### config.mk
export PLATFORM = sky130hd
export DESIGN_NAME = lead_lag_compensator_unit
export DESIGN_NICKNAME = d
export VERILOG_FILES = /design/src/design/llc_pkg.sv /design/src/design/lead_lag_compensator_unit.sv /design/src/design/llc_mul.sv /design/src/design/llc_div.sv /design/src/design/llc_datapath.sv /design/src/design/llc_ctrl.sv
export SDC_FILE = /design/constraint.sdc
export NUM_CORES = 2
export LEC_CHECK = 0
export BUFFER_PORTS_ARGS = -buffer_cell sky130_fd_sc_hd__buf_4
export CELL_PAD_IN_SITES_DETAIL_PLACEMENT = 1
export CELL_PAD_IN_SITES_GLOBAL_PLACEMENT = 2
export CORE_AREA = 2 2 440 442
export DETAILED_ROUTE_END_ITERATION = 16
export DIE_AREA = 0 0 442 444
export GPL_ROUTABILITY_DRIVEN = 0
export HOLD_SLACK_MARGIN = 0.1
export PLACE_DENSITY_LB_ADDON = 0.05
export SLEW_MARGIN = 40
export SYNTH_ARGS = -nofsm -noshare
export SYNTH_HDL_FRONTEND = slang
export SYNTH_SLANG_ARGS = --single-unit
### constraint.sdc
create_clock -name clk_i -period 11.35 [get_ports clk_i]
set_input_delay 1.7025 -clock clk_i [delete_from_list [all_inputs] [get_ports clk_i]]
set_output_delay 1.7025 -clock clk_i [all_outputs]
set_load 0.02 [all_outputs]
### src/design/llc_pkg.sv
// Shared types and constants of the lead-lag compensator.
`timescale 1ns / 1ps
package llc_pkg;

  localparam int CFG_W     = 32;
  localparam int POLE_W    = 31;
  localparam int TS_W      = 16;
  localparam int DIGIT_W   = 16;
  localparam int CFG_IDX_W = 3;
  localparam int AT_W      = CFG_W + TS_W;
  localparam int BT_W      = POLE_W + TS_W;

  localparam logic [CFG_IDX_W-1:0] CFG_INPUT_GAIN  = 3'd0;
  localparam logic [CFG_IDX_W-1:0] CFG_INPUT_OFFSET = 3'd1;
  localparam logic [CFG_IDX_W-1:0] CFG_LEAD_GAIN   = 3'd2;
  localparam logic [CFG_IDX_W-1:0] CFG_ZERO_RATE   = 3'd3;
  localparam logic [CFG_IDX_W-1:0] CFG_POLE_RATE   = 3'd4;

  typedef enum logic [2:0] {
    ST_IDLE,
    ST_MGO,
    ST_MWAIT,
    ST_MAG,
    ST_DGO,
    ST_DWAIT,
    ST_OUT
  } llc_state_e;

  // Products in the order the sequencer runs them.
  typedef enum logic [2:0] {
    OP_GAIN,
    OP_LEAD,
    OP_AT,
    OP_BT,
    OP_NY,
    OP_NX,
    OP_NXP
  } llc_op_e;

  typedef struct packed {
    logic    ld_in;
    logic    mul_go;
    logic    post;
    llc_op_e op;
    logic    ld_mag;
    logic    div_go;
    logic    ld_out;
  } llc_cmd_t;

  typedef struct packed {
    logic mul_done;
    logic div_done;
  } llc_sts_t;

endpackage

### src/design/lead_lag_compensator_unit.sv
// Top level of the first-order bilinear lead-lag compensator.
`timescale 1ns / 1ps
// Each item takes a raw sample and a time step and returns one filtered value and
// a clip flag. The block takes one item at a time; how long an item occupies it
// is set by the one shared multiplier, which takes one 16-bit digit per cycle for
// each of the seven products, and by the divider, which yields one quotient bit
// per cycle; a quotient that overflows skips the division steps. A finished result
// sits in the output register while the next item is accepted and processed.
module lead_lag_compensator_unit #(
  parameter int SAMPLE_WIDTH = 32,
  parameter int FRAC_BITS    = 16
) (
  input  logic                          clk_i,
  input  logic                          rst_ni,
  input  logic                          cfg_we_i,
  input  logic [llc_pkg::CFG_IDX_W-1:0] cfg_idx_i,
  input  logic [llc_pkg::CFG_W-1:0]     cfg_data_i,
  input  logic                          in_valid_i,
  output logic                          in_ready_o,
  input  logic [SAMPLE_WIDTH-1:0]       raw_sample_i,
  input  logic [llc_pkg::TS_W-1:0]      time_step_i,
  output logic                          out_valid_o,
  input  logic                          out_ready_i,
  output logic [SAMPLE_WIDTH-1:0]       filtered_value_o,
  output logic                          clipped_o
);
  import llc_pkg::*;

  llc_cmd_t cmd;
  llc_sts_t sts;

  llc_ctrl u_ctrl (
    .clk_i       (clk_i),
    .rst_ni      (rst_ni),
    .in_valid_i  (in_valid_i),
    .in_ready_o  (in_ready_o),
    .out_valid_o (out_valid_o),
    .out_ready_i (out_ready_i),
    .sts_i       (sts),
    .cmd_o       (cmd)
  );

  llc_datapath #(
    .W (SAMPLE_WIDTH),
    .F (FRAC_BITS)
  ) u_datapath (
    .clk_i            (clk_i),
    .rst_ni           (rst_ni),
    .cfg_we_i         (cfg_we_i),
    .cfg_idx_i        (cfg_idx_i),
    .cfg_data_i       (cfg_data_i),
    .raw_sample_i     (raw_sample_i),
    .time_step_i      (time_step_i),
    .cmd_i            (cmd),
    .sts_o            (sts),
    .filtered_value_o (filtered_value_o),
    .clipped_o        (clipped_o)
  );

  // An accepted item makes the block busy and starts the first product.
  assert property (@(posedge clk_i) disable iff (!rst_ni)
    (in_valid_i && in_ready_o) |=> (!in_ready_o && cmd.mul_go))
    else $error("accepted item did not start the multiply sequence");

  // A new result never overwrites one that is still waiting to be taken.
  assert property (@(posedge clk_i) disable iff (!rst_ni)
    (cmd.ld_out && out_valid_o) |-> out_ready_i)
    else $error("result register overwritten before it was taken");

  // A taken result with nothing new behind it clears the output valid.
  assert property (@(posedge clk_i) disable iff (!rst_ni)
    (out_valid_o && out_ready_i && !cmd.ld_out) |=> !out_valid_o)
    else $error("result repeated after it was taken");

  // The multiplier and divider are never started while the block is idle.
  assert property (@(posedge clk_i) disable iff (!rst_ni)
    in_ready_o |-> (!cmd.mul_go && !cmd.div_go && !sts.mul_done && !sts.div_done))
    else $error("arithmetic unit active while idle");

endmodule

### src/design/llc_mul.sv
// Shared sign-magnitude multiplier, one 16-bit digit of the second operand per cycle.
`timescale 1ns / 1ps
module llc_mul #(
  parameter int AW = 49,
  parameter int BW = 32
) (
  input  logic                 clk_i,
  input  logic                 rst_ni,
  input  logic                 start_i,
  input  logic [AW-1:0]        a_i,
  input  logic [BW-1:0]        b_i,
  output logic                 done_o,
  output logic [AW+((BW+llc_pkg::DIGIT_W-1)/llc_pkg::DIGIT_W)*llc_pkg::DIGIT_W-1:0] mag_o,
  output logic                 neg_o
);
  import llc_pkg::*;

  localparam int ND    = (BW + DIGIT_W - 1) / DIGIT_W;
  localparam int BPW   = ND * DIGIT_W;
  localparam int PW    = AW + BPW;
  localparam int CNT_W = (ND > 1) ? $clog2(ND) : 1;

  logic [AW-1:0]         ma_q, ma_d;
  logic [BPW-1:0]        mb_q, mb_d;
  logic [PW-1:0]         acc_q, acc_d;
  logic                  neg_q, neg_d;
  logic                  busy_q, busy_d;
  logic                  done_q, done_d;
  logic [CNT_W-1:0]      cnt_q, cnt_d;
  logic [AW+DIGIT_W-1:0] part;
  logic [AW+DIGIT_W-1:0] sum;
  logic [AW-1:0]         a_abs;
  logic [BW-1:0]         b_abs;

  assign a_abs = a_i[AW-1] ? (~a_i + AW'(1)) : a_i;
  assign b_abs = b_i[BW-1] ? (~b_i + BW'(1)) : b_i;
  assign part  = (AW+DIGIT_W)'(ma_q) * (AW+DIGIT_W)'(mb_q[DIGIT_W-1:0]);
  assign sum   = (AW+DIGIT_W)'(acc_q[PW-1:BPW]) + part;

  always_comb begin
    ma_d   = ma_q;
    mb_d   = mb_q;
    acc_d  = acc_q;
    neg_d  = neg_q;
    busy_d = busy_q;
    cnt_d  = cnt_q;
    done_d = 1'b0;
    if (start_i) begin
      ma_d   = a_abs;
      mb_d   = BPW'(b_abs);
      acc_d  = '0;
      neg_d  = a_i[AW-1] ^ b_i[BW-1];
      busy_d = 1'b1;
      cnt_d  = '0;
    end else if (busy_q) begin
      // The accumulator shifts right one digit as each partial product lands.
      acc_d = {sum, acc_q[BPW-1:DIGIT_W]};
      mb_d  = mb_q >> DIGIT_W;
      cnt_d = cnt_q + CNT_W'(1);
      if (cnt_q == CNT_W'(ND - 1)) begin
        busy_d = 1'b0;
        done_d = 1'b1;
      end
    end
  end

  always_ff @(posedge clk_i or negedge rst_ni) begin
    if (!rst_ni) begin
      busy_q <= 1'b0;
      done_q <= 1'b0;
      cnt_q  <= '0;
    end else begin
      busy_q <= busy_d;
      done_q <= done_d;
      cnt_q  <= cnt_d;
    end
  end

  always_ff @(posedge clk_i) begin
    ma_q  <= ma_d;
    mb_q  <= mb_d;
    acc_q <= acc_d;
    neg_q <= neg_d;
  end

  assign done_o = done_q;
  assign mag_o  = acc_q;
  assign neg_o  = neg_q;

endmodule

### src/design/llc_div.sv
// Restoring divider, one quotient bit per cycle, with an up-front overflow test.
`timescale 1ns / 1ps
module llc_div #(
  parameter int NW = 81,
  parameter int DW = 48,
  parameter int QW = 32
) (
  input  logic          clk_i,
  input  logic          rst_ni,
  input  logic          start_i,
  input  logic [NW-1:0] num_i,
  input  logic [DW-1:0] den_i,
  output logic          done_o,
  output logic [QW-1:0] quo_o,
  output logic          ovf_o
);

  localparam int SHW   = DW + QW;
  localparam int CNT_W = $clog2(QW);

  logic [DW-1:0]    den_q, den_d;
  logic [DW-1:0]    rem_q, rem_d;
  logic [QW-1:0]    low_q, low_d;
  logic [QW-1:0]    quo_q, quo_d;
  logic             ovf_q, ovf_d;
  logic             busy_q, busy_d;
  logic             done_q, done_d;
  logic [CNT_W-1:0] cnt_q, cnt_d;
  logic [DW:0]      r2;
  logic [DW:0]      diff;
  logic             ge;
  logic             ovf_start;

  // A quotient of 2^QW or more saturates anyway, so only QW bits are developed.
  assign ovf_start = NW'(num_i) >= NW'({den_i, {QW{1'b0}}});
  assign r2        = {rem_q, low_q[QW-1]};
  assign ge        = r2 >= {1'b0, den_q};
  assign diff      = r2 - {1'b0, den_q};

  always_comb begin
    den_d  = den_q;
    rem_d  = rem_q;
    low_d  = low_q;
    quo_d  = quo_q;
    ovf_d  = ovf_q;
    busy_d = busy_q;
    cnt_d  = cnt_q;
    done_d = 1'b0;
    if (start_i) begin
      den_d  = den_i;
      rem_d  = num_i[SHW-1:QW];
      low_d  = num_i[QW-1:0];
      quo_d  = '0;
      ovf_d  = ovf_start;
      cnt_d  = '0;
      busy_d = !ovf_start;
      done_d = ovf_start;
    end else if (busy_q) begin
      rem_d = ge ? diff[DW-1:0] : r2[DW-1:0];
      low_d = low_q << 1;
      quo_d = {quo_q[QW-2:0], ge};
      cnt_d = cnt_q + CNT_W'(1);
      if (cnt_q == CNT_W'(QW - 1)) begin
        busy_d = 1'b0;
        done_d = 1'b1;
      end
    end
  end

  always_ff @(posedge clk_i or negedge rst_ni) begin
    if (!rst_ni) begin
      busy_q <= 1'b0;
      done_q <= 1'b0;
      cnt_q  <= '0;
    end else begin
      busy_q <= busy_d;
      done_q <= done_d;
      cnt_q  <= cnt_d;
    end
  end

  always_ff @(posedge clk_i) begin
    den_q <= den_d;
    rem_q <= rem_d;
    low_q <= low_d;
    quo_q <= quo_d;
    ovf_q <= ovf_d;
  end

  assign done_o = done_q;
  assign quo_o  = quo_q;
  assign ovf_o  = ovf_q;

endmodule

### src/design/llc_datapath.sv
// Datapath: configuration, filter state, operand selection, rounding and saturation.
`timescale 1ns / 1ps
module llc_datapath #(
  parameter int W = 32,
  parameter int F = 16
) (
  input  logic                           clk_i,
  input  logic                           rst_ni,
  input  logic                           cfg_we_i,
  input  logic [llc_pkg::CFG_IDX_W-1:0]  cfg_idx_i,
  input  logic [llc_pkg::CFG_W-1:0]      cfg_data_i,
  input  logic [W-1:0]                   raw_sample_i,
  input  logic [llc_pkg::TS_W-1:0]       time_step_i,
  input  llc_pkg::llc_cmd_t              cmd_i,
  output llc_pkg::llc_sts_t              sts_o,
  output logic [W-1:0]                   filtered_value_o,
  output logic                           clipped_o
);
  import llc_pkg::*;

  localparam int CW   = (F + 19 > 49) ? F + 19 : 49;
  localparam int DW   = CW - 1;
  localparam int AW   = (CW > W) ? CW : W;
  localparam int BW   = (W > CFG_W) ? W : CFG_W;
  localparam int ND   = (BW + DIGIT_W - 1) / DIGIT_W;
  localparam int PW   = AW + ND * DIGIT_W;
  localparam int SV   = PW + 2;
  localparam int RMW  = PW + 1 - F;
  localparam int NSW  = CW + W + 1;

  localparam logic [CFG_W-1:0] GAIN_RST = CFG_W'(1) << F;
  localparam logic [CW-1:0]    TWO_C    = CW'(1) << (F + TS_W + 1);
  localparam logic [DW-1:0]    TWO_D    = DW'(1) << (F + TS_W + 1);
  localparam logic [PW:0]      HALF_F   = (PW + 1)'(1) << (F - 1);
  localparam logic [W-1:0]     MIN_W    = W'(1) << (W - 1);
  localparam logic [W-1:0]     MAX_W    = ~MIN_W;

  // Configuration and filter state.
  logic [CFG_W-1:0]  gain_q, offset_q, lead_q, zero_q;
  logic [POLE_W-1:0] pole_q;
  logic [W-1:0]      last_x_q, last_y_q;

  // Per-item working registers.
  logic [W-1:0]      raw_q, u_q, x_q;
  logic [TS_W-1:0]   dt_q;
  logic [AT_W-1:0]   at_q;
  logic [BT_W-1:0]   bt_q;
  logic [NSW-1:0]    num_q, mag_q;
  logic              num_neg_q;
  logic              clip_q;
  logic [W-1:0]      out_val_q;
  logic              out_clip_q;

  logic [CW-1:0]     at_x, bt_x, c0, c1, c2;
  logic [DW-1:0]     den;
  logic [AW-1:0]     mul_a;
  logic [BW-1:0]     mul_b;
  logic [PW-1:0]     mul_mag;
  logic              mul_neg;
  logic              mul_done;
  logic [PW:0]       rm_full;
  logic [RMW-1:0]    rm;
  logic [SV-1:0]     rm_x, off_x, vsum;
  logic [SV-W:0]     vtop;
  logic              fits;
  logic [W-1:0]      sat_v;
  logic [NSW-1:0]    m_n, num_base, num_d;
  logic [AT_W-1:0]   m_a, at_d;
  logic              nneg;
  logic [NSW-1:0]    mag_d;
  logic [W-1:0]      quo;
  logic              ovf;
  logic              div_done;
  logic              y_clip;
  logic [W-1:0]      y_val;

  // Coefficients 2 - bT, aT + 2 and aT - 2, and the denominator 2 + bT.
  assign at_x = CW'(signed'(at_q));
  assign bt_x = CW'(bt_q);
  assign c0   = TWO_C - bt_x;
  assign c1   = at_x + TWO_C;
  assign c2   = at_x - TWO_C;
  assign den  = TWO_D + DW'(bt_q);

  always_comb begin
    case (cmd_i.op)
      OP_GAIN: begin
        mul_a = AW'(signed'(raw_q));
        mul_b = BW'(signed'(gain_q));
      end
      OP_LEAD: begin
        mul_a = AW'(signed'(u_q));
        mul_b = BW'(signed'(lead_q));
      end
      OP_AT: begin
        mul_a = AW'(signed'(zero_q));
        mul_b = BW'(dt_q);
      end
      OP_BT: begin
        mul_a = AW'(pole_q);
        mul_b = BW'(dt_q);
      end
      OP_NY: begin
        mul_a = AW'(signed'(c0));
        mul_b = BW'(signed'(last_y_q));
      end
      OP_NX: begin
        mul_a = AW'(signed'(c1));
        mul_b = BW'(signed'(x_q));
      end
      OP_NXP: begin
        mul_a = AW'(signed'(c2));
        mul_b = BW'(signed'(last_x_q));
      end
      default: begin
        mul_a = '0;
        mul_b = '0;
      end
    endcase
  end

  llc_mul #(
    .AW (AW),
    .BW (BW)
  ) u_mul (
    .clk_i   (clk_i),
    .rst_ni  (rst_ni),
    .start_i (cmd_i.mul_go),
    .a_i     (mul_a),
    .b_i     (mul_b),
    .done_o  (mul_done),
    .mag_o   (mul_mag),
    .neg_o   (mul_neg)
  );

  // Round the magnitude half away from zero, then restore the sign by adding
  // the ones' complement with a carry in, folding in the offset on the same adder.
  assign rm_full = (PW + 1)'(mul_mag) + HALF_F;
  assign rm      = rm_full[PW:F];
  assign rm_x    = SV'(rm);
  assign off_x   = (cmd_i.op == OP_GAIN) ? SV'(signed'(offset_q)) : '0;
  assign vsum    = off_x + (mul_neg ? ~rm_x : rm_x) + SV'(mul_neg);
  assign vtop    = vsum[SV-1:W-1];
  assign fits    = (&vtop) | ~(|vtop);
  assign sat_v   = fits ? vsum[W-1:0] : (vsum[SV-1] ? MIN_W : MAX_W);

  assign m_n      = NSW'(mul_mag);
  assign num_base = (cmd_i.op == OP_NY) ? '0 : num_q;
  assign num_d    = num_base + (mul_neg ? ~m_n : m_n) + NSW'(mul_neg);
  assign m_a      = AT_W'(mul_mag);
  assign at_d     = (mul_neg ? ~m_a : m_a) + AT_W'(mul_neg);

  // Magnitude of the numerator plus half the denominator, ready to divide.
  assign nneg  = num_q[NSW-1];
  assign mag_d = (nneg ? ~num_q : num_q) + NSW'(den >> 1) + NSW'(nneg);

  llc_div #(
    .NW (NSW),
    .DW (DW),
    .QW (W)
  ) u_div (
    .clk_i   (clk_i),
    .rst_ni  (rst_ni),
    .start_i (cmd_i.div_go),
    .num_i   (mag_q),
    .den_i   (den),
    .done_o  (div_done),
    .quo_o   (quo),
    .ovf_o   (ovf)
  );

  always_comb begin
    if (num_neg_q) begin
      y_clip = ovf | (quo[W-1] & (|quo[W-2:0]));
      y_val  = y_clip ? MIN_W : (~quo + W'(1));
    end else begin
      y_clip = ovf | quo[W-1];
      y_val  = y_clip ? MAX_W : quo;
    end
  end

  always_ff @(posedge clk_i or negedge rst_ni) begin
    if (!rst_ni) begin
      gain_q   <= GAIN_RST;
      offset_q <= '0;
      lead_q   <= '0;
      zero_q   <= '0;
      pole_q   <= '0;
      last_x_q <= '0;
      last_y_q <= '0;
    end else begin
      if (cfg_we_i) begin
        case (cfg_idx_i)
          CFG_INPUT_GAIN:   gain_q   <= cfg_data_i;
          CFG_INPUT_OFFSET: offset_q <= cfg_data_i;
          CFG_LEAD_GAIN:    lead_q   <= cfg_data_i;
          CFG_ZERO_RATE:    zero_q   <= cfg_data_i;
          CFG_POLE_RATE:    pole_q   <= cfg_data_i[POLE_W-1:0];
          default: begin
          end
        endcase
      end
      if (cmd_i.ld_out) begin
        last_x_q <= x_q;
        last_y_q <= y_val;
      end
    end
  end

  always_ff @(posedge clk_i) begin
    if (cmd_i.ld_in) begin
      raw_q  <= raw_sample_i;
      dt_q   <= time_step_i;
      clip_q <= 1'b0;
    end
    if (cmd_i.post) begin
      case (cmd_i.op)
        OP_GAIN: begin
          u_q    <= sat_v;
          clip_q <= clip_q | ~fits;
        end
        OP_LEAD: begin
          x_q    <= sat_v;
          clip_q <= clip_q | ~fits;
        end
        OP_AT:   at_q  <= at_d;
        OP_BT:   bt_q  <= mul_mag[BT_W-1:0];
        default: num_q <= num_d;
      endcase
    end
    if (cmd_i.ld_mag) begin
      mag_q     <= mag_d;
      num_neg_q <= nneg;
    end
    if (cmd_i.ld_out) begin
      out_val_q  <= y_val;
      out_clip_q <= clip_q | y_clip;
    end
  end

  assign sts_o.mul_done = mul_done;
  assign sts_o.div_done = div_done;
  assign filtered_value_o = out_val_q;
  assign clipped_o        = out_clip_q;

endmodule

### src/design/llc_ctrl.sv
// Controller: sequences the seven products, the divide and the output register.
`timescale 1ns / 1ps
module llc_ctrl (
  input  logic              clk_i,
  input  logic              rst_ni,
  input  logic              in_valid_i,
  output logic              in_ready_o,
  output logic              out_valid_o,
  input  logic              out_ready_i,
  input  llc_pkg::llc_sts_t sts_i,
  output llc_pkg::llc_cmd_t cmd_o
);
  import llc_pkg::*;

  llc_state_e state_q, state_d;
  llc_op_e    phase_q, phase_d;
  logic       out_valid_q, out_valid_d;

  always_ff @(posedge clk_i or negedge rst_ni) begin
    if (!rst_ni) begin
      state_q     <= ST_IDLE;
      phase_q     <= OP_GAIN;
      out_valid_q <= 1'b0;
    end else begin
      state_q     <= state_d;
      phase_q     <= phase_d;
      out_valid_q <= out_valid_d;
    end
  end

  always_comb begin
    state_d    = state_q;
    phase_d    = phase_q;
    in_ready_o = 1'b0;
    cmd_o      = '0;
    cmd_o.op   = phase_q;
    case (state_q)
      ST_IDLE: begin
        in_ready_o = 1'b1;
        if (in_valid_i) begin
          cmd_o.ld_in = 1'b1;
          phase_d     = OP_GAIN;
          state_d     = ST_MGO;
        end
      end
      ST_MGO: begin
        cmd_o.mul_go = 1'b1;
        state_d      = ST_MWAIT;
      end
      ST_MWAIT: begin
        if (sts_i.mul_done) begin
          cmd_o.post = 1'b1;
          state_d    = ST_MGO;
          case (phase_q)
            OP_GAIN: phase_d = OP_LEAD;
            OP_LEAD: phase_d = OP_AT;
            OP_AT:   phase_d = OP_BT;
            OP_BT:   phase_d = OP_NY;
            OP_NY:   phase_d = OP_NX;
            OP_NX:   phase_d = OP_NXP;
            default: state_d = ST_MAG;
          endcase
        end
      end
      ST_MAG: begin
        cmd_o.ld_mag = 1'b1;
        state_d      = ST_DGO;
      end
      ST_DGO: begin
        cmd_o.div_go = 1'b1;
        state_d      = ST_DWAIT;
      end
      ST_DWAIT: begin
        if (sts_i.div_done) begin
          state_d = ST_OUT;
        end
      end
      ST_OUT: begin
        // The result waits here only while the previous one is still held.
        if (!out_valid_q || out_ready_i) begin
          cmd_o.ld_out = 1'b1;
          state_d      = ST_IDLE;
        end
      end
      default: state_d = ST_IDLE;
    endcase
  end

  always_comb begin
    if (cmd_o.ld_out) begin
      out_valid_d = 1'b1;
    end else if (out_ready_i) begin
      out_valid_d = 1'b0;
    end else begin
      out_valid_d = out_valid_q;
    end
  end

  assign out_valid_o = out_valid_q;

endmodule

==> summary.md <==
| Metric | Value |
|---|---|
| Status | completed |
| Final slew viol count | 0 |
| Reg2reg setup slack | about 2200 ps |
| Max frequency | 0.110 GHz |
| Top-Level Pins | approximately 120 |
| Cell family with most CP delay | adder cells |
| Post-synthesis sequential area ratio | 30.5% |
| Most frequent cells in the layout | inv_1, nand2_1, fa_1 |
| Area of the die | about 200,000 um2 |
| Clock Skew | 87.4 ps |
| Hpwl dp | about 260,000 um |
| Core ar. | between 150,000 and 200,000 um2 |
| Post-layout util | between 50% and 60% |
| CP startpoint kind | flop |
| Yosys reg bits | 970 |
| # clock sinks | 970 |
| Final setup viols | 0 |
| Syn nets | between 10k and 15k |
| PwrDens | just over 80 nW/um2 |
| Initial antenna violation count | 25 |
| First-pass GRT wire length | between 400,000 and 500,000 um |
| Via density | around 6.0 |
| Critical Path End Type | flop |
| Worst Max-Slew Pin Slew | ~900 ps |
| Layout cells sized above 1 | a little under a tenth |
| Final WL | ~330,000 um |
| Minimum clock period | between 9000 and 10,000 ps |
| Die Height | roughly 440 um |
| R2r endpoint | u_datapath.u_mul.mag_o[80]$_SDFFE_PP0P_ |
| Asr flop ratio synth | approximately a quarter |
| R2R Path Start | u_datapath.u_mul.ma_q[5]$_DFFE_PP_ |
| Clk buf depth | 3 |
| CP startpoint | u_datapath.u_mul.ma_q[5]$_DFFE_PP_ |
| Number of global-route vias before repair | between 70k and 80k |
| Max stage delay cell, worst path | a211oi_1 |
| Total GRT Usage | about a third |
| Clock root buffer | clkbuf_16 |
| Fin. Hold Viols | 0 |
| Htree depth | 3 |
| Tightest Hold Check Type | reg -> reg |
| Final period util | between 80 and 90% |
| RSZ-0062 raised after global routing | no |
| Post-route ant nets | 0 |
| DRT iter0 DRCs | 6,099 |
| Static leakage | ~0.043 uW |
| Count of input and output buffers | roughly 120 |
| R2R depth | 26 |
| 1st-pass router iterations | 5 |
| Crit path largest cell delay | 720 ps |
| Starting density of the core | ~46% |
| Top_reg_cell synth | edfxtp_1 |
| Worst endpoint required time | ~12,000 ps |
| Pin count of the biggest net entering global routing | 90 |
| Crit Path Class | reg -> reg |
| Mean Syn Cell Area | 9.48 um2 |
| Commonest non-fill, non-tap cell in the layout | inv_1 |
| Row count | 161 |
| Total grt overflow | 0 |
| Number of flops mapped to enable cells by yosys | around 600 |
| Post-synth cell types | approximately 110 |
| End point of the critical path | u_datapath.u_mul.mag_o[80]$_SDFFE_PP0P_ |
| # Post-CTS Setup Buffers | 0 |
| Die Wd | roughly 440 um |
| CP most frequent cell | fa_1 |
| WP buf/inv | 5 |
| Placed cells | ~12k |
| # nets final | roughly 10k |
| Fill cells | 21.5k |
| Mapped Cells | approximately 9k |
| Relative slew slack | about two fifths |
| Clk_lat worst skew | 790 ps |
| Crit path DAT | 9790 ps |
| Clock transition at the registers of the reported paths | roughly 60 ps |
| Crit path max fanout | 16 |
| Setup TNS | 0 ps |
| DRC errors left | 0 |
| YS warnings | 0 |
| Drt wl/cell | between 20 and 30 um |
| Netlist Area Pre-Place | a little under 90,000 um2 |
| CTS Buf Count | 109 |
| Via count | 70.5k |
| Stages on the worst setup path | 26 |
| CTS resizes | 0 |
| Peak supply drop | roughly 0.14 mV |
| Hold_buf cts | 0 |
| TritonCTS clock tree | built |
| Max_cap viols | 0 |
| Layout area overhead | 9.08% |
| Post-route insts no fill | between 10k and 15k |
## sequential cells by signal, indices dropped and copies added, names as in the netlist, 5 cells and up
signal and count:
u_datapath.filtered_value_o 32, u_datapath.at_q 48, u_datapath.dt_q 16, u_datapath.u_div.den_q 48, u_datapath.u_div.cnt_q 5, u_datapath.pole_q 31
u_datapath.u_mul.mb_q 32, u_datapath.x_q 32, u_datapath.zero_q 32, u_datapath.u_mul.mag_o 81, u_datapath.u_div.rem_q 48, u_datapath.num_q 82
u_datapath.gain_q 32, u_datapath.raw_q 32, u_datapath.u_div.quo_o 32, u_datapath.offset_q 32, u_datapath.last_x_q 32, u_datapath.u_div.low_q 32
u_datapath.u_mul.ma_q 49, u_datapath.last_y_q 32, u_datapath.lead_q 32, u_datapath.u_q 32, u_datapath.bt_q 47, u_datapath.mag_q 82
## cell families (layout without fill, tap and decap cells)
logic type | after synthesis | count (layout) | share of synthesized area (%)
compound gates | 1620 | 1620 | 11.9
flops | 970 | 970 | 30.5
fa+ha+maj | 1165 | 1165 | 22.7
xor+xnor | 698 | 698 | 6.96
buf+inv | 1580 | 1635 | 6.85
simple gates | 2769 | 2769 | 15.2
mux | 462 | 462 | 5.99
other cells | 0 | 2 | 0
## routing by layer
metal / share of wire, % / vias up / track usage, %
met4: 3.9 / 14 / 11.4
met2: 45 / 2253 / 51.5
met5: 0.028 / - / 0
met3: 6.8 / 459 / 4.71
li1: - / 31100 / -
met1: 45 / 36700 / 47.3
## layout make-up
cell class,count,area (um2),area share (%)
multi-input cells,6714,55400,57.9
flip-flops and latches,970,26800,28.0
inverters,1121,4220,4.40
well taps,2526,3160,3.30
clock buffers,138,3020,3.16
repair buffers,306,2430,2.54
clock inverters,70,736,0.768
diodes,2,5.00,0.00522
## per-stage QoR
step                      hold WS, ps  setup WS [ps]  total power (uW)  cell area, um2
final                             504           2220              7950           95800
after global routing              514           1870              8140           95800
after CTS                         505           2310              8000           95700
after detailed placement          490           2420              4240           91900
after global placement            481           2460              4220           91500
after floorplan                   403           3810              4110           87800
## synthesized netlist by cell type, types with 43 or more instances
master | n | area share [%]
and3_1 | 84 | 0.60
o21ai_0 | 326 | 1.9
dfxtp_1 | 114 | 2.6
o21a_1 | 50 | 0.43
mux2i_1 | 191 | 2.2
nand2_1 | 1088 | 4.7
nor2b_1 | 67 | 0.48
ha_1 | 455 | 6.5
a31oi_1 | 76 | 0.54
inv_1 | 1117 | 4.8
or3_1 | 47 | 0.33
o21bai_1 | 49 | 0.42
a21oi_1 | 471 | 2.7
nand3_1 | 138 | 0.79
and2_1 | 398 | 2.8
a21o_1 | 244 | 2.1
a211oi_1 | 43 | 0.37
fa_1 | 710 | 16
nand4_1 | 101 | 0.72
clkbuf_1 | 379 | 1.6
mux2_2 | 245 | 3.1
edfxtp_1 | 616 | 21
a221oi_1 | 51 | 0.51
dfrtp_1 | 239 | 6.8
buf_1 | 44 | 0.19
nor2_1 | 503 | 2.1
xor2_1 | 307 | 3.1
xnor2_1 | 391 | 3.9
nor3_1 | 112 | 0.64
nand2b_1 | 65 | 0.46
## worst min path at each step
stage	from	end	cells past startpoint
floorplan	u_datapath.u_mul.mag_o[3]$_SDFFE_PP0P_	u_datapath.bt_q[3]$_DFFE_PP_	0
global placement	u_datapath.lead_q[9]$_DFFE_PN0P_	u_datapath.lead_q[9]$_DFFE_PN0P_	1
detailed placement	u_datapath.last_x_q[27]$_DFFE_PN0P_	u_datapath.last_x_q[27]$_DFFE_PN0P_	1
CTS	u_datapath.last_x_q[27]$_DFFE_PN0P_	u_datapath.last_x_q[27]$_DFFE_PN0P_	1
global route	u_datapath.zero_q[16]$_DFFE_PN0P_	u_datapath.zero_q[16]$_DFFE_PN0P_	1
finish	u_datapath.last_x_q[27]$_DFFE_PN0P_	u_datapath.last_x_q[27]$_DFFE_PN0P_	1
## report_power, final
| group | switching (uW) | internal [uW] | leakage, uW | total [uW] |
|---|---|---|---|---|
| registers | 72.4 | 3850 | 0.00928 | 3920 |
| logic | 117 | 143 | 0.0319 | 260 |
| clock network | 1650 | 2130 | 0.00182 | 3770 |
Note: power is estimated with default switching activity, not from simulation.
